`config.mk`:
```
export PLATFORM = sky130hd
export DESIGN_NAME = escaped_api_frame_encoder
export DESIGN_NICKNAME = d
export VERILOG_FILES = /design/src/rtl/core/eaf_pkg.sv /design/src/rtl/core/eaf_cfg.sv /design/src/rtl/core/eaf_front.sv /design/src/rtl/core/eaf_queue.sv /design/src/rtl/core/eaf_back.sv /design/src/rtl/core/escaped_api_frame_encoder.sv
export SDC_FILE = /design/constraint.sdc
export NUM_CORES = 1
export LEC_CHECK = 0
export BUFFER_PORTS_ARGS = -buffer_cell sky130_fd_sc_hd__buf_2
export CORE_AREA = 2 2 132 134
export DETAILED_ROUTE_END_ITERATION = 10
export DIE_AREA = 0 0 134 136
export GPL_TIMING_DRIVEN = 1
export PLACE_DENSITY = 0.73
export SYNTH_ARGS = -nofsm -noshare
export SYNTH_HDL_FRONTEND = slang
export SYNTH_HIERARCHICAL = 1
export SYNTH_SLANG_ARGS = --single-unit
```
`constraint.sdc`:
```
create_clock -name clk -period 4.9 [get_ports clk]
set_input_delay 0.98 -clock clk [delete_from_list [all_inputs] [get_ports clk]]
set_output_delay 0.98 -clock clk [all_outputs]
set_load 0.01 [all_outputs]
```
`src/rtl/core/eaf_pkg.sv`:
```
// Shared types and constants of the escaped API frame encoder.
`default_nettype none

package eaf_pkg;

  // Line bytes and framing constants
  localparam logic [7:0] START_MARK = 8'h7E;
  localparam logic [7:0] ESC_MARK   = 8'h7D;
  localparam logic [7:0] XON_MARK   = 8'h11;
  localparam logic [7:0] XOFF_MARK  = 8'h13;
  localparam logic [7:0] ESC_XOR    = 8'h20;
  localparam logic [7:0] CHK_BASE   = 8'hFF;
  localparam logic [8:0] HDR_EXTRA  = 9'd14;

  // Input item kinds
  localparam logic KIND_START   = 1'b0;
  localparam logic KIND_PAYLOAD = 1'b1;

  // Configuration register indexes
  localparam int CFG_IDX_W = 3;
  localparam logic [CFG_IDX_W-1:0] REG_DEST_HIGH = 3'd0;
  localparam logic [CFG_IDX_W-1:0] REG_DEST_LOW  = 3'd1;
  localparam logic [CFG_IDX_W-1:0] REG_NET_ADDR  = 3'd2;
  localparam logic [CFG_IDX_W-1:0] REG_RADIUS    = 3'd3;
  localparam logic [CFG_IDX_W-1:0] REG_OPTIONS   = 3'd4;
  localparam logic [CFG_IDX_W-1:0] REG_FRAME_TYP = 3'd5;
  localparam logic [CFG_IDX_W-1:0] REG_FRAME_ID  = 3'd6;
  localparam int CFG_DATA_W = 32;

  // Back-end sequencer steps: header bytes 0..16, then checksum, payload
  localparam int STEP_W = 5;
  localparam logic [STEP_W-1:0] STEP_START  = 5'd0;
  localparam logic [STEP_W-1:0] STEP_LEN_HI = 5'd1;
  localparam logic [STEP_W-1:0] STEP_LEN_LO = 5'd2;
  localparam logic [STEP_W-1:0] STEP_FTYPE  = 5'd3;
  localparam logic [STEP_W-1:0] STEP_FID    = 5'd4;
  localparam logic [STEP_W-1:0] STEP_DH3    = 5'd5;
  localparam logic [STEP_W-1:0] STEP_DH2    = 5'd6;
  localparam logic [STEP_W-1:0] STEP_DH1    = 5'd7;
  localparam logic [STEP_W-1:0] STEP_DH0    = 5'd8;
  localparam logic [STEP_W-1:0] STEP_DL3    = 5'd9;
  localparam logic [STEP_W-1:0] STEP_DL2    = 5'd10;
  localparam logic [STEP_W-1:0] STEP_DL1    = 5'd11;
  localparam logic [STEP_W-1:0] STEP_DL0    = 5'd12;
  localparam logic [STEP_W-1:0] STEP_NET1   = 5'd13;
  localparam logic [STEP_W-1:0] STEP_NET0   = 5'd14;
  localparam logic [STEP_W-1:0] STEP_RADIUS = 5'd15;
  localparam logic [STEP_W-1:0] STEP_OPTS   = 5'd16;
  localparam logic [STEP_W-1:0] STEP_CHK    = 5'd17;
  localparam logic [STEP_W-1:0] STEP_PAY    = 5'd18;

  // Command queue depth
  localparam int QDEPTH = 2;
  localparam int QPTR_W = $clog2(QDEPTH);
  localparam int QCNT_W = $clog2(QDEPTH + 1);

  typedef struct packed {
    logic       kind;
    logic [7:0] payload_length;
    logic [7:0] payload_byte;
  } in_item_t;

  typedef struct packed {
    logic [7:0] out_byte;
    logic       run_last;
    logic       frame_end;
  } out_item_t;

  // Classified command: header (value = length) or payload (value = byte);
  // last marks that the checksum follows this command.
  typedef struct packed {
    logic       is_pay;
    logic       last;
    logic [7:0] value;
  } cmd_t;

  typedef struct packed {
    logic [31:0] dest_addr_high;
    logic [31:0] dest_addr_low;
    logic [15:0] dest_net_addr;
    logic [7:0]  hop_radius;
    logic [7:0]  tx_options;
    logic [7:0]  frame_type;
    logic [7:0]  frame_ident;
  } cfg_t;

  // Front to queue push request
  typedef struct packed {
    logic push;
    cmd_t cmd;
  } push_t;

  // Queue status toward both sides
  typedef struct packed {
    logic valid;
    logic full;
    cmd_t head;
  } qstat_t;

endpackage

`default_nettype wire

```
`src/rtl/core/eaf_cfg.sv`:
```
// Configuration register file of the frame encoder.
`default_nettype none

module eaf_cfg (
  input  wire                              clk,
  input  wire                              rst,
  input  wire                              wr_en,
  input  wire [eaf_pkg::CFG_IDX_W-1:0]     wr_index,
  input  wire [eaf_pkg::CFG_DATA_W-1:0]    wr_data,
  output eaf_pkg::cfg_t                    cfg
);

  // Register writes; unknown indexes are dropped
  always_ff @(posedge clk) begin
    if (rst) begin
      cfg.dest_addr_high <= 32'd0;
      cfg.dest_addr_low  <= 32'd0;
      cfg.dest_net_addr  <= 16'hFFFE;
      cfg.hop_radius     <= 8'd0;
      cfg.tx_options     <= 8'd0;
      cfg.frame_type     <= 8'h10;
      cfg.frame_ident    <= 8'h01;
    end else if (wr_en) begin
      unique case (wr_index)
        eaf_pkg::REG_DEST_HIGH: cfg.dest_addr_high <= wr_data;
        eaf_pkg::REG_DEST_LOW:  cfg.dest_addr_low  <= wr_data;
        eaf_pkg::REG_NET_ADDR:  cfg.dest_net_addr  <= wr_data[15:0];
        eaf_pkg::REG_RADIUS:    cfg.hop_radius     <= wr_data[7:0];
        eaf_pkg::REG_OPTIONS:   cfg.tx_options     <= wr_data[7:0];
        eaf_pkg::REG_FRAME_TYP: cfg.frame_type     <= wr_data[7:0];
        eaf_pkg::REG_FRAME_ID:  cfg.frame_ident    <= wr_data[7:0];
        default: ;
      endcase
    end
  end

endmodule

`default_nettype wire

```
`src/rtl/core/eaf_front.sv`:
```
// Front end: accepts input items, tracks frame state, classifies commands.
`default_nettype none

module eaf_front (
  input  wire                 clk,
  input  wire                 rst,
  input  wire                 item_valid,
  output logic                item_ready,
  input  eaf_pkg::in_item_t   item,
  input  eaf_pkg::qstat_t     qstat,
  output eaf_pkg::push_t      push
);

  logic       in_frame;
  logic [7:0] bytes_left;
  logic       accept;

  assign item_ready = !qstat.full;
  assign accept     = item_valid && item_ready;

  // Classify: header, payload, or stray payload that is dropped
  always_comb begin
    push.push = 1'b0;
    push.cmd  = '0;
    if (accept) begin
      if (item.kind == eaf_pkg::KIND_START) begin
        push.push       = 1'b1;
        push.cmd.is_pay = 1'b0;
        push.cmd.last   = (item.payload_length == 8'd0);
        push.cmd.value  = item.payload_length;
      end else if (in_frame) begin
        push.push       = 1'b1;
        push.cmd.is_pay = 1'b1;
        push.cmd.last   = (bytes_left == 8'd1);
        push.cmd.value  = item.payload_byte;
      end
    end
  end

  // Frame tracking
  always_ff @(posedge clk) begin
    if (rst) begin
      in_frame   <= 1'b0;
      bytes_left <= 8'd0;
    end else if (accept) begin
      if (item.kind == eaf_pkg::KIND_START) begin
        in_frame   <= (item.payload_length != 8'd0);
        bytes_left <= item.payload_length;
      end else if (in_frame) begin
        bytes_left <= bytes_left - 8'd1;
        in_frame   <= (bytes_left != 8'd1);
      end
    end
  end

`ifndef SYNTHESIS
  // An open frame always expects at least one more payload byte
  assert property (@(posedge clk) disable iff (rst) in_frame |-> (bytes_left != 8'd0))
    else $error("open frame with no bytes left");
`endif

endmodule

`default_nettype wire

```
`src/rtl/core/eaf_queue.sv`:
```
// Short command queue between front and back ends.
`default_nettype none

module eaf_queue (
  input  wire                 clk,
  input  wire                 rst,
  input  eaf_pkg::push_t      push,
  input  wire                 pop,
  output eaf_pkg::qstat_t     qstat
);

  eaf_pkg::cmd_t                 mem [eaf_pkg::QDEPTH];
  logic [eaf_pkg::QPTR_W-1:0]    wr_ptr;
  logic [eaf_pkg::QPTR_W-1:0]    rd_ptr;
  logic [eaf_pkg::QCNT_W-1:0]    count;
  logic                          do_pop;

  assign do_pop      = pop && (count != '0);
  assign qstat.valid = (count != '0);
  assign qstat.full  = (count == eaf_pkg::QCNT_W'(eaf_pkg::QDEPTH));
  assign qstat.head  = mem[rd_ptr];

  // Storage
  always_ff @(posedge clk) begin
    if (push.push) begin
      mem[wr_ptr] <= push.cmd;
    end
  end

  // Pointers and fill count
  always_ff @(posedge clk) begin
    if (rst) begin
      wr_ptr <= '0;
      rd_ptr <= '0;
      count  <= '0;
    end else begin
      if (push.push) begin
        wr_ptr <= (wr_ptr == eaf_pkg::QPTR_W'(eaf_pkg::QDEPTH - 1)) ? '0 : wr_ptr + 1'b1;
      end
      if (do_pop) begin
        rd_ptr <= (rd_ptr == eaf_pkg::QPTR_W'(eaf_pkg::QDEPTH - 1)) ? '0 : rd_ptr + 1'b1;
      end
      unique case ({push.push, do_pop})
        2'b10:   count <= count + 1'b1;
        2'b01:   count <= count - 1'b1;
        default: count <= count;
      endcase
    end
  end

`ifndef SYNTHESIS
  // No push into a full queue, no pop from an empty one
  assert property (@(posedge clk) disable iff (rst)
      (push.push |-> !qstat.full) and (pop |-> qstat.valid))
    else $error("queue overflow or underflow");
`endif

endmodule

`default_nettype wire

```
`src/rtl/core/eaf_back.sv`:
```
// Back end: sequences header, payload and checksum bytes with escaping.
`default_nettype none

module eaf_back (
  input  wire                 clk,
  input  wire                 rst,
  input  eaf_pkg::cfg_t       cfg,
  input  eaf_pkg::qstat_t     qstat,
  output logic                pop,
  output logic                result_valid,
  input  wire                 result_ready,
  output eaf_pkg::out_item_t  result
);

  logic [eaf_pkg::STEP_W-1:0] step;
  logic [eaf_pkg::STEP_W-1:0] step_next;
  logic [eaf_pkg::STEP_W-1:0] eff;
  logic                       esc_ph;
  logic [7:0]                 sum;
  logic [7:0]                 lbyte;
  logic [7:0]                 line_byte;
  logic [8:0]                 flen;
  logic                       special;
  logic                       advance;
  logic                       done;
  logic                       summed;
  logic                       emit;

  assign flen = {1'b0, qstat.head.value} + eaf_pkg::HDR_EXTRA;
  assign eff  = (qstat.head.is_pay && step == eaf_pkg::STEP_START) ?
                eaf_pkg::STEP_PAY : step;

  // Logical byte of the current step
  always_comb begin
    summed = 1'b1;
    unique case (eff)
      eaf_pkg::STEP_START:  begin lbyte = eaf_pkg::START_MARK; summed = 1'b0; end
      eaf_pkg::STEP_LEN_HI: begin lbyte = {7'd0, flen[8]};     summed = 1'b0; end
      eaf_pkg::STEP_LEN_LO: begin lbyte = flen[7:0];           summed = 1'b0; end
      eaf_pkg::STEP_FTYPE:  lbyte = cfg.frame_type;
      eaf_pkg::STEP_FID:    lbyte = cfg.frame_ident;
      eaf_pkg::STEP_DH3:    lbyte = cfg.dest_addr_high[31:24];
      eaf_pkg::STEP_DH2:    lbyte = cfg.dest_addr_high[23:16];
      eaf_pkg::STEP_DH1:    lbyte = cfg.dest_addr_high[15:8];
      eaf_pkg::STEP_DH0:    lbyte = cfg.dest_addr_high[7:0];
      eaf_pkg::STEP_DL3:    lbyte = cfg.dest_addr_low[31:24];
      eaf_pkg::STEP_DL2:    lbyte = cfg.dest_addr_low[23:16];
      eaf_pkg::STEP_DL1:    lbyte = cfg.dest_addr_low[15:8];
      eaf_pkg::STEP_DL0:    lbyte = cfg.dest_addr_low[7:0];
      eaf_pkg::STEP_NET1:   lbyte = cfg.dest_net_addr[15:8];
      eaf_pkg::STEP_NET0:   lbyte = cfg.dest_net_addr[7:0];
      eaf_pkg::STEP_RADIUS: lbyte = cfg.hop_radius;
      eaf_pkg::STEP_OPTS:   lbyte = cfg.tx_options;
      eaf_pkg::STEP_CHK:    begin lbyte = eaf_pkg::CHK_BASE - sum; summed = 1'b0; end
      eaf_pkg::STEP_PAY:    lbyte = qstat.head.value;
      default:              begin lbyte = 8'd0; summed = 1'b0; end
    endcase
  end

  // Escaping: marker first, then the flipped byte
  always_comb begin
    special = (eff != eaf_pkg::STEP_START) &&
              (lbyte == eaf_pkg::START_MARK || lbyte == eaf_pkg::ESC_MARK ||
               lbyte == eaf_pkg::XON_MARK   || lbyte == eaf_pkg::XOFF_MARK);
    advance = !special || esc_ph;
    if (special && !esc_ph) begin
      line_byte = eaf_pkg::ESC_MARK;
    end else if (esc_ph) begin
      line_byte = lbyte ^ eaf_pkg::ESC_XOR;
    end else begin
      line_byte = lbyte;
    end
  end

  // Step sequencing
  always_comb begin
    unique case (eff)
      eaf_pkg::STEP_OPTS, eaf_pkg::STEP_PAY: begin
        done      = !qstat.head.last;
        step_next = done ? eaf_pkg::STEP_START : eaf_pkg::STEP_CHK;
      end
      eaf_pkg::STEP_CHK: begin
        done      = 1'b1;
        step_next = eaf_pkg::STEP_START;
      end
      default: begin
        done      = 1'b0;
        step_next = step + 1'b1;
      end
    endcase
  end

  assign emit = qstat.valid && (!result_valid || result_ready);
  assign pop  = emit && advance && done;

  // Sequencer state and checksum accumulator
  always_ff @(posedge clk) begin
    if (rst) begin
      step   <= eaf_pkg::STEP_START;
      esc_ph <= 1'b0;
      sum    <= 8'd0;
    end else if (emit) begin
      esc_ph <= !advance;
      if (advance) begin
        step <= step_next;
        if (eff == eaf_pkg::STEP_START) begin
          sum <= 8'd0;
        end else if (summed) begin
          sum <= sum + lbyte;
        end
      end
    end
  end

  // Output register
  always_ff @(posedge clk) begin
    if (rst) begin
      result_valid <= 1'b0;
    end else if (emit) begin
      result_valid <= 1'b1;
    end else if (result_ready) begin
      result_valid <= 1'b0;
    end
  end

  always_ff @(posedge clk) begin
    if (emit) begin
      result.out_byte  <= line_byte;
      result.run_last  <= advance && done;
      result.frame_end <= (eff == eaf_pkg::STEP_CHK);
    end
  end

`ifndef SYNTHESIS
  // Second half of an escape pair only follows a shown marker byte
  assert property (@(posedge clk) disable iff (rst)
      esc_ph |-> (result_valid && result.out_byte == eaf_pkg::ESC_MARK))
    else $error("escape phase without marker on output");

  // A command in progress keeps its queue entry
  assert property (@(posedge clk) disable iff (rst)
      (step != eaf_pkg::STEP_START || esc_ph) |-> qstat.valid)
    else $error("sequencer mid-command with empty queue");

  // The stored step never reaches past the checksum
  assert property (@(posedge clk) disable iff (rst) step <= eaf_pkg::STEP_CHK)
    else $error("sequencer step out of range");
`endif

endmodule

`default_nettype wire

```
`src/rtl/core/escaped_api_frame_encoder.sv`:
```
// Top level of the escaped transmit-request API frame encoder.
//
//   channel   direction  handshake                 payload
//   item      in         item_valid / item_ready   item (kind, length, byte)
//   result    out        result_valid / result_ready  result (byte, last, end)
//   cfg       in         cfg_valid / cfg_ready     cfg_index, cfg_data
//
// The back-end sequencer puts out one line byte per cycle while the result
// side takes them: a start item gives the start marker and 16 header bytes
// (an empty frame's checksum follows at once), a payload item its byte, plus
// the checksum after the frame's last byte. A two-entry command queue lets
// the front accept items while the back is busy. Synchronous reset clears
// frame state, the queue and output valid; configuration registers return to
// their defaults. cfg is always ready.
`default_nettype none

module escaped_api_frame_encoder (
  input  wire                            clk,
  input  wire                            rst,
  input  wire                            item_valid,
  output logic                           item_ready,
  input  eaf_pkg::in_item_t              item,
  output logic                           result_valid,
  input  wire                            result_ready,
  output eaf_pkg::out_item_t             result,
  input  wire                            cfg_valid,
  output logic                           cfg_ready,
  input  wire [eaf_pkg::CFG_IDX_W-1:0]   cfg_index,
  input  wire [eaf_pkg::CFG_DATA_W-1:0]  cfg_data
);

  eaf_pkg::cfg_t   cfg;
  eaf_pkg::push_t  push;
  eaf_pkg::qstat_t qstat;
  logic            pop;

  assign cfg_ready = 1'b1;

  eaf_cfg u_cfg (
    .clk      (clk),
    .rst      (rst),
    .wr_en    (cfg_valid && cfg_ready),
    .wr_index (cfg_index),
    .wr_data  (cfg_data),
    .cfg      (cfg)
  );

  eaf_front u_front (
    .clk        (clk),
    .rst        (rst),
    .item_valid (item_valid),
    .item_ready (item_ready),
    .item       (item),
    .qstat      (qstat),
    .push       (push)
  );

  eaf_queue u_queue (
    .clk   (clk),
    .rst   (rst),
    .push  (push),
    .pop   (pop),
    .qstat (qstat)
  );

  eaf_back u_back (
    .clk          (clk),
    .rst          (rst),
    .cfg          (cfg),
    .qstat        (qstat),
    .pop          (pop),
    .result_valid (result_valid),
    .result_ready (result_ready),
    .result       (result)
  );

endmodule

`default_nettype wire

```
After elaboration in Yosys (flattened, before gate mapping)
Memory sizes are Yosys's and may differ from the RTL's. A register that Yosys moved wholly into a read port is not among the register bits.
Cells that the tools add are included.
- bits of input ports: 57
- bits in registers: 150
- bits in writable memories: 20
- memories kept: 1
- logic and storage cells: 131
- output and inout port bits: 13
- add/subtract/negate cells: 9
- equal/unequal tests: 34
- bitwise logic cells: 1
- reduce and logical (&&, ||, !) cells: 42
- multiplexer cells: 25
- memory list (memory ; words ; width ; read ports ; clocked after Yosys merged registers in ; wr ports ; line ; source):
    u_queue.mem ; 2 ; 10 ; 1 ; 1 ; 1 ; eaf_queue.sv:12 ; eaf_pkg::cmd_t mem [eaf_pkg::QDEPTH];
- operators by type and width (operator ; number):
    one-hot mux 8 bit (19 select lines) ; 1
    == test 5 x 4 -> 1 bit (second input constant) ; 8
    two-way mux 11 bit ; 3
    two-way mux 8 bit ; 4
    == test 5 x 3 -> 1 bit (second input constant) ; 4
    AND reduction 2 bit ; 9
    == test 8 x 5 -> 1 bit (second input constant) ; 2
    == test 8 x 7 -> 1 bit (second input constant) ; 2
    == test 5 bit (second input constant) ; 3
    OR reduction 15 bit ; 1
    two-way mux 1 bit ; 11
    == test 5 x 2 -> 1 bit (second input constant) ; 2
    zero test 5 bit ; 2
    two-way mux 5 bit ; 2
    one-hot mux 5 bit (2 select lines) ; 1
    adder 8 x 4 -> 9 bit (second input constant) ; 1
    == test 3 bit (second input constant) ; 3
    logical AND 1 bit ; 9
    adder 8 bit ; 1
    == test 8 x 1 -> 1 bit (second input constant) ; 1
    zero test 8 bit ; 1
    inequality test 8 x 1 -> 1 bit (second input constant) ; 1
    nonzero test 2 bit ; 4
    nonzero test 8 bit ; 1
    other kinds (22) ; 34

Longest topological paths before layout
Gate-level depths: netlist (run 1).
- word-level depth: 17
- gate-level depth with buffers: 20
- gate-level depth less buffers: 16

Hierarchy
The synthesis (run 1) kept the hierarchy.
- by module, submodules not included (module ; area an instance (um^2) ; cells an instance ; instances ; seq. area each (um^2)):
    eaf_cfg ; 4531.8 ; 424 ; 1 ; 2242.2
    eaf_back ; 2935.3 ; 362 ; 1 ; 600.6
    eaf_queue ; 933.4 ; 54 ; 1 ; 700.7
    eaf_front ; 685.7 ; 96 ; 1 ; 180.2
    escaped_api_frame_encoder ; 11.3 ; 2 ; 1 ; 0.0

Worst setup path before layout (run 1)
No wires, ideal clock.
- path kind: flip-flop to flip-flop
- start: register (tool-made name)
- end: register u_queue/count[1] (netlist name)
- setup slack: 0.774 ns
- stages on the path, launching flop included: 18
- arrival: 4.057 ns
- library setup time: 0.070 ns
- path buffers: 4
- period minus slack after synthesis: 4.126 ns
- required time: 4.830 ns
- cells stage by stage: dfxtp_1 -> buf_2 -> mux2_2 -> a21oi_1 -> or2_0 -> clkbuf_1 -> o211ai_1 -> or4_4 -> nor4_1 -> mux2i_2 -> o21ai_4 -> buf_6 -> buf_4 -> nor2_1 -> o21a_1 -> ha_1 -> or3_1 -> a21oi_1
- RTL lines (what ; line ; source):
    end signal: assignment ; eaf_queue.sv:44 ; 2'b10: count <= count + 1'b1;
    end signal: assignment ; eaf_queue.sv:45 ; 2'b01: count <= count - 1'b1;
    end signal: assignment ; eaf_queue.sv:46 ; default: count <= count;
    end: declaration ; eaf_queue.sv:15 ; logic [eaf_pkg::QCNT_W-1:0] count;

Worst setup path in the final report (run 1)
- start: register u_back/step[0] (netlist name)
- end: register u_back.sum[7]
- cells in the longest elaborated chain, start to end: 13
- elaborated cells on any way between the ends: 41
- classes of those cells: add/sub: 1; eq/ne: 22; mux: 5; reduce/logical: 13
- ends and longest elaborated chain (what ; line ; source):
    start: declaration ; eaf_back.sv:15 ; logic [eaf_pkg::STEP_W-1:0] step;
    start signal: assignment ; eaf_back.sv:99 ; step <= eaf_pkg::STEP_START;
    start signal: assignment ; eaf_back.sv:105 ; step <= step_next;
    zero test 5 bit ; eaf_back.sv:30 ; assign eff = (qstat.head.is_pay && step == eaf_pkg::STEP_START) ?
    logical AND 1 bit ; eaf_back.sv:30 ;
    two-way mux 5 bit (*) ; eaf_back.sv:30 ;
    == test 5 bit, or another cell as far along ; eaf_back.sv:36 ; unique case (eff)
    one-hot mux 8 bit (19 select lines) (*) ; eaf_back.sv:36 ;
    named net u_back.lbyte[2] ; eaf_back.sv:20 ; logic [7:0] lbyte;
    branches (longest 8 deep; another with adder 8 bit) ; - ;
    end signal: assignment ; eaf_back.sv:109 ; sum <= sum + lbyte;
    end: declaration ; eaf_back.sv:19 ; logic [7:0] sum;
Mark *: on every way through the listed nets, which the timed path passes. The select of a mux whose other input is x is not followed.
A chain may end at the register's enable or synchronous reset.

==> results.json, run 1 <==
{
  "worst_slew_pin_slew_ns": 0.9851,
  "synth_top_area_share_pct": 31.03,
  "diodes": 0,
  "synth.distinct_cells": 85,
  "rows": 48,
  "finalMaxSlewViolations": 0,
  "swShare_pct": 30.32,
  "synth-main-ff-cell": "dfxtp_1",
  "hold_viol": 0,
  "critPathSlowestCell": "dfxtp_1",
  "drive_gt1_share_pct": 15.98,
  "async_reset_ff_share_pct": 0,
  "synth_area_leader_cell": "dfxtp_1",
  "ir_drop_v": 0.0002821,
  "setup_violations": 0,
  "syn_nets": 1010,
  "multi_input_comb_area_mm2": 0.004962,
  "p_leak_nw": 4.064,
  "postCtsSetupBuffers": 0,
  "worstPathArrival_ns": 4.89,
  "pwr-share-clk_pct": 35.6,
  "grt_antenna_before_repair": 0,
  "routed_via_density": 5.934,
  "cts_resized": 0,
  "overflow": 0,
  "rr_endpoint": "u_back/sum[7]",
  "internal_power_w": 0.002600,
  "drcViolationCount": 0,
  "hold_path.class": "reg2reg",
  "hp-start": "u_cfg/cfg[95]",
  "yosys_warnings": 6,
  "clock_path_buffers": 2,
  "wl_mm": 23.88,
  "root_buffer": "clkbuf_16",
  "critPathRequiredTime_ns": 5.21,
  "maxCapViolCount": 0,
  "period_share_pct": 93.30,
  "fillerInstances": 1440,
  "crit_path_cell_trace": "inv_1 > ha_1 > a21oi_1 > or2_0 > o211ai_1 > or4_4 > ha_1 > and3_1 > a22oi_1 > a31oi_1 > nor4b_1 > nor3_1 > o311ai_0",
  "path_max_fanout": 10,
  "fin_setup_tns_ns": 0,
  "htreeDepth": 4,
  "die_h_um": 136,
  "cts_tree": "yes",
  "synth_cells": 938,
  "cts.sinks": 171,
  "min_path_cells": 2,
  "synth-edff-count": 30,
  "ff_latch_area_mm2": 0.003724,
  "combPwrFrac_pct": 22.3,
  "start_util_pct": 53.91,
  "grt_max_degree": 89,
  "drt_iter0_markers": 612,
  "synth_area_mm2": 0.009097,
  "synth-seq-area-share_pct": 40.93,
  "synth.most_common_cell": "dfxtp_1",
  "max_freq_mhz": 218.7,
  "reg2reg_depth": 13,
  "dr.pass1.iters": 5,
  "p_per_area_mw_per_mm2": 368.4,
  "switchingPower_w": 0.001131,
  "dieWidth_um": 134,
  "io_buffers": 68,
  "crit_top_cell": "ha_1",
  "io_pins": 70,
  "insertion_delay_ns": 0.44,
  "gp_congestion": 0.9282,
  "coreArea_mm2": 0.01688,
  "worstPathBufferInverterCount": 1,
  "hold_buffers": 0,
  "cts_inserted_buffers": 17,
  "relSlewSlack_pct": 33.40,
  "grt_pass1_wl_mm": 37.98,
  "rsz0062_at_grt": "no",
  "synth_area_per_cell_um2": 9.699,
  "dp_hpwl_mm": 16.82,
  "hold-path-endpoint": "u_cfg/cfg[95]",
  "path_delay_family": "simple AND/OR/NAND/NOR gates",
  "timing.rr.start": "u_back/step[0]",
  "dieArea_mm2": 0.01822,
  "start_kind": "flop",
  "clk_pin_slew_worst_paths_ns": 0.06,
  "synthTopCellsByCount": "dfxtp_1 (141), nand2b_1 (133), mux2i_1 (121), nor2_1 (67), nand3_1 (42)",
  "pre_cts_ws_ns": 0.4678,
  "endpoint_kind": "flop",
  "r2r_slack_ns": 0.33,
  "power_w": 0.003731,
  "area_growth_syn_to_layout_pct": 11.33,
  "synth_seq_cells": 171,
  "grt_usage_pct": 26.93,
  "slowest_delay_ns": 0.55,
  "yosys-top-cells-area": "dfxtp_1 (31%), mux2i_1 (13%), edfxtp_1 (9.9%)",
  "skew_ns": 0.009145,
  "num-nets-final": 1054,
  "antenna_left": 0,
  "fin_crit_ns": 4.572,
  "grt_pass1_vias": 6895,
  "status": "finished clean",
  "routedWlPerCell_um": 19.57,
  "setup_ws_ns": 0.3284,
  "final_util_pct": 60.02,
  "via_count": 7239,
  "worstSetupPathType": "reg2reg",
  "seqPwrFrac_pct": 42.1
}
layout make-up:
class                   count  area share, %
well taps                 225          2.779
repair buffers             88          4.991
flip-flops and latches    171          36.76
inverters                  21         0.7783
multi-input cells         683          48.99
clock buffers              22          4.682
clock inverters            10          1.013
metrics by stage:
step / instances / hold slack [ns] / instance area (um2)
2_1_floorplan: 938 / 0.4442 / 9097
3_3_place_gp: 1188 / 0.4571 / 9552
3_5_place_dp: 1188 / 0.4632 / 9552
4_1_cts: 1220 / 0.4753 / 10130
5_1_grt: 1220 / 0.4896 / 10130
6_report: 1220 / 0.4735 / 10130
metal layers:
metal	routed length, um	up-vias	global-route usage (%)
met5	0	-	0
met4	441	0	8.452
met3	1507	34	4.959
met2	11080	247	43.33
met1	10850	3482	36.88
li1	-	3476	-
power by group through the flow:
stage / logic [W] / clock network [W] / registers, W
after floorplan: 0.000582 / 0 / 0.00159
after global placement: 0.000814 / 0 / 0.00160
after detailed placement: 0.000818 / 0 / 0.00160
after CTS: 0.000825 / 0.00134 / 0.00157
after global routing: 0.000907 / 0.00139 / 0.00158
final: 0.000834 / 0.00133 / 0.00157
cells in the final DEF (no fill, tap or decap), types with 10 or more instances in the layout:
master,n
or4_1,10
buf_2,67
o21ai_0,23
nor4_1,11
and2_1,11
inv_1,20
dfxtp_1,141
ha_1,14
and3_1,12
a21oi_1,33
mux2i_1,121
nor2_1,67
buf_4,20
nand3_1,42
xnor2_1,10
edfxtp_1,30
nand2b_1,133
mux2_2,17
nand2_1,17
clkbuf_16,17
tightest hold or removal path: cells and delay by family (launching register included):
family	cells	cell delay (ns)
DFF	1	0.31
and+or+nand+nor	1	0.06
muxes	1	0.06
kinds of logic (layout without fill, tap and decap cells):
group	count (synthesis)	count (layout)	share of synthesized area, %
AO/OA/AOI/OAI	135	135	10.48
XOR/XNOR	12	12	1.155
adder cells (fa/ha/maj)	15	15	2.146
buffers and inverters	84	141	4.594
flip-flops	171	171	40.93
multiplexers	139	139	15.57
other	1	1	0.04122
AND/OR/NAND/NOR	381	381	25.09
state kept, by name, summed over array words and instances, names as in the netlist, named ones only:
| register | cells |
|---|---|
| u_queue/mem | 20 |
| u_queue/count | 2 |
| u_cfg/cfg | 112 |
| u_back/sum | 8 |
| u_back/esc_ph | 1 |
| u_back/step | 5 |
| u_back/result | 10 |
| u_queue/rd_ptr | 1 |
| u_back/result_valid | 1 |
| u_front/in_frame | 1 |
| u_queue/wr_ptr | 1 |
| u_front/bytes_left | 8 |
how the worst max path moves through the flow:
stage,from,end,slack [ns],cells past startpoint
3_3_place_gp,u_back/step[0],u_back/sum[6],0.69,16
4_1_cts,u_back/step[0],u_back/sum[7],0.41,13
6_report,u_back/step[0],u_back/sum[7],0.33,13
2_1_floorplan,flop,u_queue/count[1],0.77,17
3_5_place_dp,u_back/step[0],u_back/sum[7],0.47,13
5_1_grt,u_back/step[0],u_back/sum[7],0.03,13
Power figures use the tool's default switching activity.
==> run 2: changes to the inputs <==
Settings changed: CTS_BUF_LIST set to sky130_fd_sc_hd__clkbuf_16.
==> results.json, run 2 (synthesized netlist as in run 1, its figures left out) <==
{
  "layout_commonest_cell": "dfxtp_1",
  "dr.pass1.iters": 5,
  "hold_path.class": "reg2reg",
  "status": "finished clean",
  "dp_hpwl_mm": 16.82,
  "cts.sinks": 171,
  "skew_ns": 0.01025,
  "grt_pass1_wl_mm": 37.83,
  "grt_util_met3_pct": 5.518,
  "endpoint_kind": "flop",
  "worst_slew_pin_slew_ns": 0.9994,
  "gp_congestion": 0.9282,
  "maxCapViolCount": 0,
  "grt_pass1_vias": 6870,
  "htreeDepth": 4,
  "dpl_cell_area_mm2": 0.009552,
  "root_buffer": "clkbuf_16",
  "holdWs_ns": 0.4746,
  "relSlewSlack_pct": 32.47,
  "io_buffers": 68,
  "setup_violations": 0,
  "top_register": "u_cfg/cfg",
  "cts_inserted_buffers": 17,
  "cts_resized": 0,
  "p_leak_nw": 4.055,
  "antenna_left": 0,
  "postCtsSetupBuffers": 0,
  "grt_antenna_before_repair": 0,
  "slowest_delay_ns": 0.57,
  "use_met2_pct": 43.30,
  "max_freq_mhz": 218.9,
  "final_cell_mix": "dfxtp_1 (141), nand2b_1 (133), mux2i_1 (121)",
  "largestRegisters": "u_cfg/cfg x112, u_queue/mem x20, u_back/result x10",
  "ir_drop_v": 0.0002830,
  "coreArea_mm2": 0.01688,
  "grtUsageMet1_pct": 36.62,
  "crit_top_cell": "ha_1",
  "start_util_pct": 53.91,
  "drt_iter0_markers": 653,
  "dieWidth_um": 134,
  "via_count": 7245,
  "grt.busiest_layer": "met2",
  "start_kind": "flop",
  "multi_input_comb_area_mm2": 0.004962,
  "critPathSlowestCell": "or2_0",
  "wl_mm": 23.79,
  "clk_pin_slew_worst_paths_ns": 0.07,
  "grt_max_degree": 89,
  "worstPathArrival_ns": 4.88,
  "hold_buffers": 0,
  "hold_viol": 0,
  "p_per_area_mw_per_mm2": 364.3,
  "rsz0062_at_grt": "no",
  "finish.instance_area_mm2": 0.01010,
  "cts_tree": "yes",
  "num-nets-final": 1054,
  "drcViolationCount": 0,
  "worstSetupPathType": "reg2reg",
  "routed_via_density": 5.939,
  "largest_register_ffs": 112,
  "rows": 48,
  "path_max_fanout": 10,
  "diodes": 0,
  "fin_setup_tns_ns": 0,
  "fin_crit_ns": 4.568,
  "io_pins": 70,
  "dieArea_mm2": 0.01822,
  "area_growth_syn_to_layout_pct": 11.00,
  "overflow": 0,
  "period_share_pct": 93.23,
  "fillerInstances": 1446,
  "crit_path_cell_trace": "inv_1 > ha_1 > a21oi_1 > or2_0 > o211ai_1 > or4_4 > ha_1 > and3_1 > a22oi_1 > a31oi_1 > nor4b_1 > nor3_1 > o311ai_0",
  "drive_gt1_share_pct": 15.68,
  "critPathRequiredTime_ns": 5.21,
  "ff_latch_area_mm2": 0.003724,
  "grt_usage_pct": 26.81,
  "insertion_delay_ns": 0.44,
  "die_h_um": 136,
  "clock_path_buffers": 2,
  "finalMaxSlewViolations": 0,
  "routedWlPerCell_um": 19.50
}
-- run 2: cell types whose count changed in the layout (fill, tap and decap cells not counted) --
| cell | before | now |
|---|---|---|
| inv_1 | 20 | 22 |
| clkbuf_1 | 2 | 0 |
| clkinv_1 | 0 | 3 |
| clkbuf_8 | 3 | 0 |
-- run 2: worst paths after layout --
check,from,endpoint,slack (ns),depth (start not counted)
hold reg to reg,u_cfg/cfg[82],u_cfg/cfg[82],0.47,2
setup / recovery,u_back/step[0],u_back/sum[7],0.33,13
setup reg to reg,u_back/step[0],u_back/sum[7],0.33,13
hold / removal,u_cfg/cfg[82],u_cfg/cfg[82],0.47,2
-- run 2: report_power, final --
part	total, W	internal [W]	leakage [nW]	switching, W
Combinational	0.000835	0.000337	2.35	0.000498
Sequential	0.00157	0.00151	1.43	0.0000556
Clock	0.00127	0.000698	0.271	0.000577
-- run 2: worst max-delay path, delay by kind of cell, from the launching register on --
kind | cells | cell delay [ns]
simple gates | 5 | 1.81
flops | 1 | 0.54
buf+inv | 1 | 0.13
compound gates | 5 | 1.35
fa+ha+maj | 2 | 0.60
-- run 2: through the flow --
stage | power, W | util [%] | setup WS (ns) | std cells
after floorplan | 0.002169 | - | 0.7738 | 938
after global placement | 0.002411 | 56.60 | 0.6901 | 1188
after detailed placement | 0.002417 | 56.60 | 0.4678 | 1188
after CTS | 0.003680 | 59.84 | 0.4120 | 1220
after global routing | 0.003822 | 59.84 | 0.03308 | 1220
final | 0.003679 | 59.84 | 0.3315 | 1220
-- run 2: final cells by class --
cell class                      instances  share of cell area [%]
Tap cell                              225                   2.788
Sequential cell                       171                   36.87
Clock buffer                           17                   4.213
Clock inverter                         15                   1.202
Inverter                               21                  0.7806
Timing Repair Buffer                   88                   5.006
Multi-Input combinational cell        683                   49.14
-- run 2: metal layers --
metal  vias up  share of wire, %
met2       254                46
met1      3485                46
met3        36               6.1
met4         0               1.8
met5         -                 0
li1       3470                 -
==> run 3: changes to the inputs <==
Settings changed: RECOVER_POWER set to 25.
==> results.json, run 3 (synthesized netlist as in run 1, its figures left out) <==
{
  "worst_slew_pin_slew_ns": 2.963,
  "start_kind": "flop",
  "violations": "max-capacitance violations, max-slew violations",
  "gp_congestion": 0.9282,
  "hold_buffers": 0,
  "antenna_left": 0,
  "grt_pass1_wl_mm": 37.83,
  "layout_commonest_cell": "dfxtp_1",
  "max_freq_mhz": 219.2,
  "slowest_delay_ns": 0.56,
  "routedWlPerCell_um": 19.53,
  "finalMaxSlewViolations": 88,
  "dp_hpwl_mm": 16.82,
  "dieArea_mm2": 0.01822,
  "grt_usage_pct": 26.81,
  "grt_pass1_vias": 6870,
  "grt_max_degree": 89,
  "fin_cells": 1220,
  "rsz0062_at_grt": "no",
  "top_register": "u_cfg/cfg",
  "final_cell_mix": "dfxtp_1 (141), nand2b_1 (133), mux2i_1 (121)",
  "p_leak_nw": 4.047,
  "ir_drop_v": 0.0002833,
  "area_growth_syn_to_layout_pct": 10.95,
  "drt_iter0_markers": 657,
  "skew_ns": 0.009568,
  "worstPathArrival_ns": 4.87,
  "worstPathBufferInverterCount": 1,
  "fin_crit_ns": 4.561,
  "io_pins": 70,
  "cts.sinks": 171,
  "clock_path_buffers": 2,
  "cts_inserted_buffers": 17,
  "cts_tree": "yes",
  "period_share_pct": 93.09,
  "setup_violations": 0,
  "largest_register_ffs": 112,
  "maxCapViolCount": 1,
  "start_util_pct": 53.91,
  "drcViolationCount": 0,
  "wl_mm": 23.82,
  "grt_antenna_before_repair": 0,
  "dieWidth_um": 134,
  "relSlewSlack_pct": -97.51,
  "coreArea_mm2": 0.01688,
  "critPathSlowestCell": "or2_0",
  "root_buffer": "clkbuf_16",
  "hold_viol": 0,
  "via_count": 7231,
  "postCtsSetupBuffers": 0,
  "status": "finished, violations left",
  "insertion_delay_ns": 0.44,
  "power_w": 0.003681,
  "clk_pin_slew_worst_paths_ns": 0.06,
  "largestRegisters": "u_cfg/cfg x112, u_queue/mem x20, u_back/result x10",
  "rows": 48,
  "path_max_fanout": 10,
  "holdWs_ns": 0.4729,
  "num-nets-final": 1054,
  "fin_setup_tns_ns": 0,
  "p_per_area_mw_per_mm2": 364.7,
  "dr.pass1.iters": 5,
  "cts_resized": 0,
  "endpoint_kind": "flop",
  "drive_gt1_share_pct": 15.48,
  "path_delay_family": "simple AND/OR/NAND/NOR gates",
  "htreeDepth": 4,
  "final_util_pct": 59.81,
  "hold_path.class": "reg2reg",
  "io_buffers": 68,
  "die_h_um": 136,
  "dp_cells": 1188,
  "routed_via_density": 5.927,
  "critPathRequiredTime_ns": 5.21,
  "crit_top_cell": "ha_1",
  "diodes": 0,
  "crit_path_cell_trace": "inv_1 > ha_1 > a21oi_1 > or2_0 > o211ai_1 > or4_4 > ha_1 > and3_1 > a22oi_1 > a31oi_1 > nor4b_1 > nor3_1 > o311ai_0",
  "worstSetupPathType": "reg2reg",
  "overflow": 0
}
[run 3: path summary, 6_finish.rpt]
kind | endpoint | slack (ns) | depth (start not counted) | startpoint
worst max-delay path | u_back/sum[7] | 0.34 | 13 | u_back/step[0]
worst min-delay path | u_cfg/cfg[95] | 0.47 | 2 | u_cfg/cfg[95]
worst max register to register | u_back/sum[7] | 0.34 | 13 | u_back/step[0]
worst min register to register | u_cfg/cfg[95] | 0.47 | 2 | u_cfg/cfg[95]
[run 3: area by class of cell]
type | count | area, um2
Clock buffer | 17 | 425.4
Timing Repair Buffer | 88 | 500.5
Sequential cell | 171 | 3724
Clock inverter | 15 | 121.4
Multi-Input combinational cell | 683 | 4962
Tap cell | 225 | 281.5
Inverter | 21 | 78.83
Fill cell | 1446 | 6783
[run 3: per-layer routing]
metal	GRT usage (%)	up-vias	share of wire (%)
li1	-	3473	-
met2	43.30	256	46
met1	36.62	3468	45
met5	0	-	0
met3	5.518	34	6.6
met4	7.388	0	1.7
[run 3: where the power goes]
| part | internal, W | total, W | switching [W] |
|---|---|---|---|
| sequential | 0.00151 | 0.00157 | 0.0000554 |
| combinational | 0.000338 | 0.000837 | 0.000498 |
| clock | 0.000698 | 0.00127 | 0.000577 |
| total | 0.00255 | 0.00368 | 0.00113 |
[run 3: worst min-delay path: stages, from the launching register on]
cell and delay (ns):
dfxtp_1 0.31, nand2b_1 0.06, mux2i_1 0.06
[run 3: per-stage QoR]
| stage | cell area [um2] | setup slack, ns |
|---|---|---|
| global placement | 9552 | 0.6901 |
| floorplan | 9097 | 0.7738 |
| global route | 10090 | 0.03308 |
| finish | 10090 | 0.3387 |
| detailed placement | 9552 | 0.4678 |
| CTS | 10100 | 0.4120 |
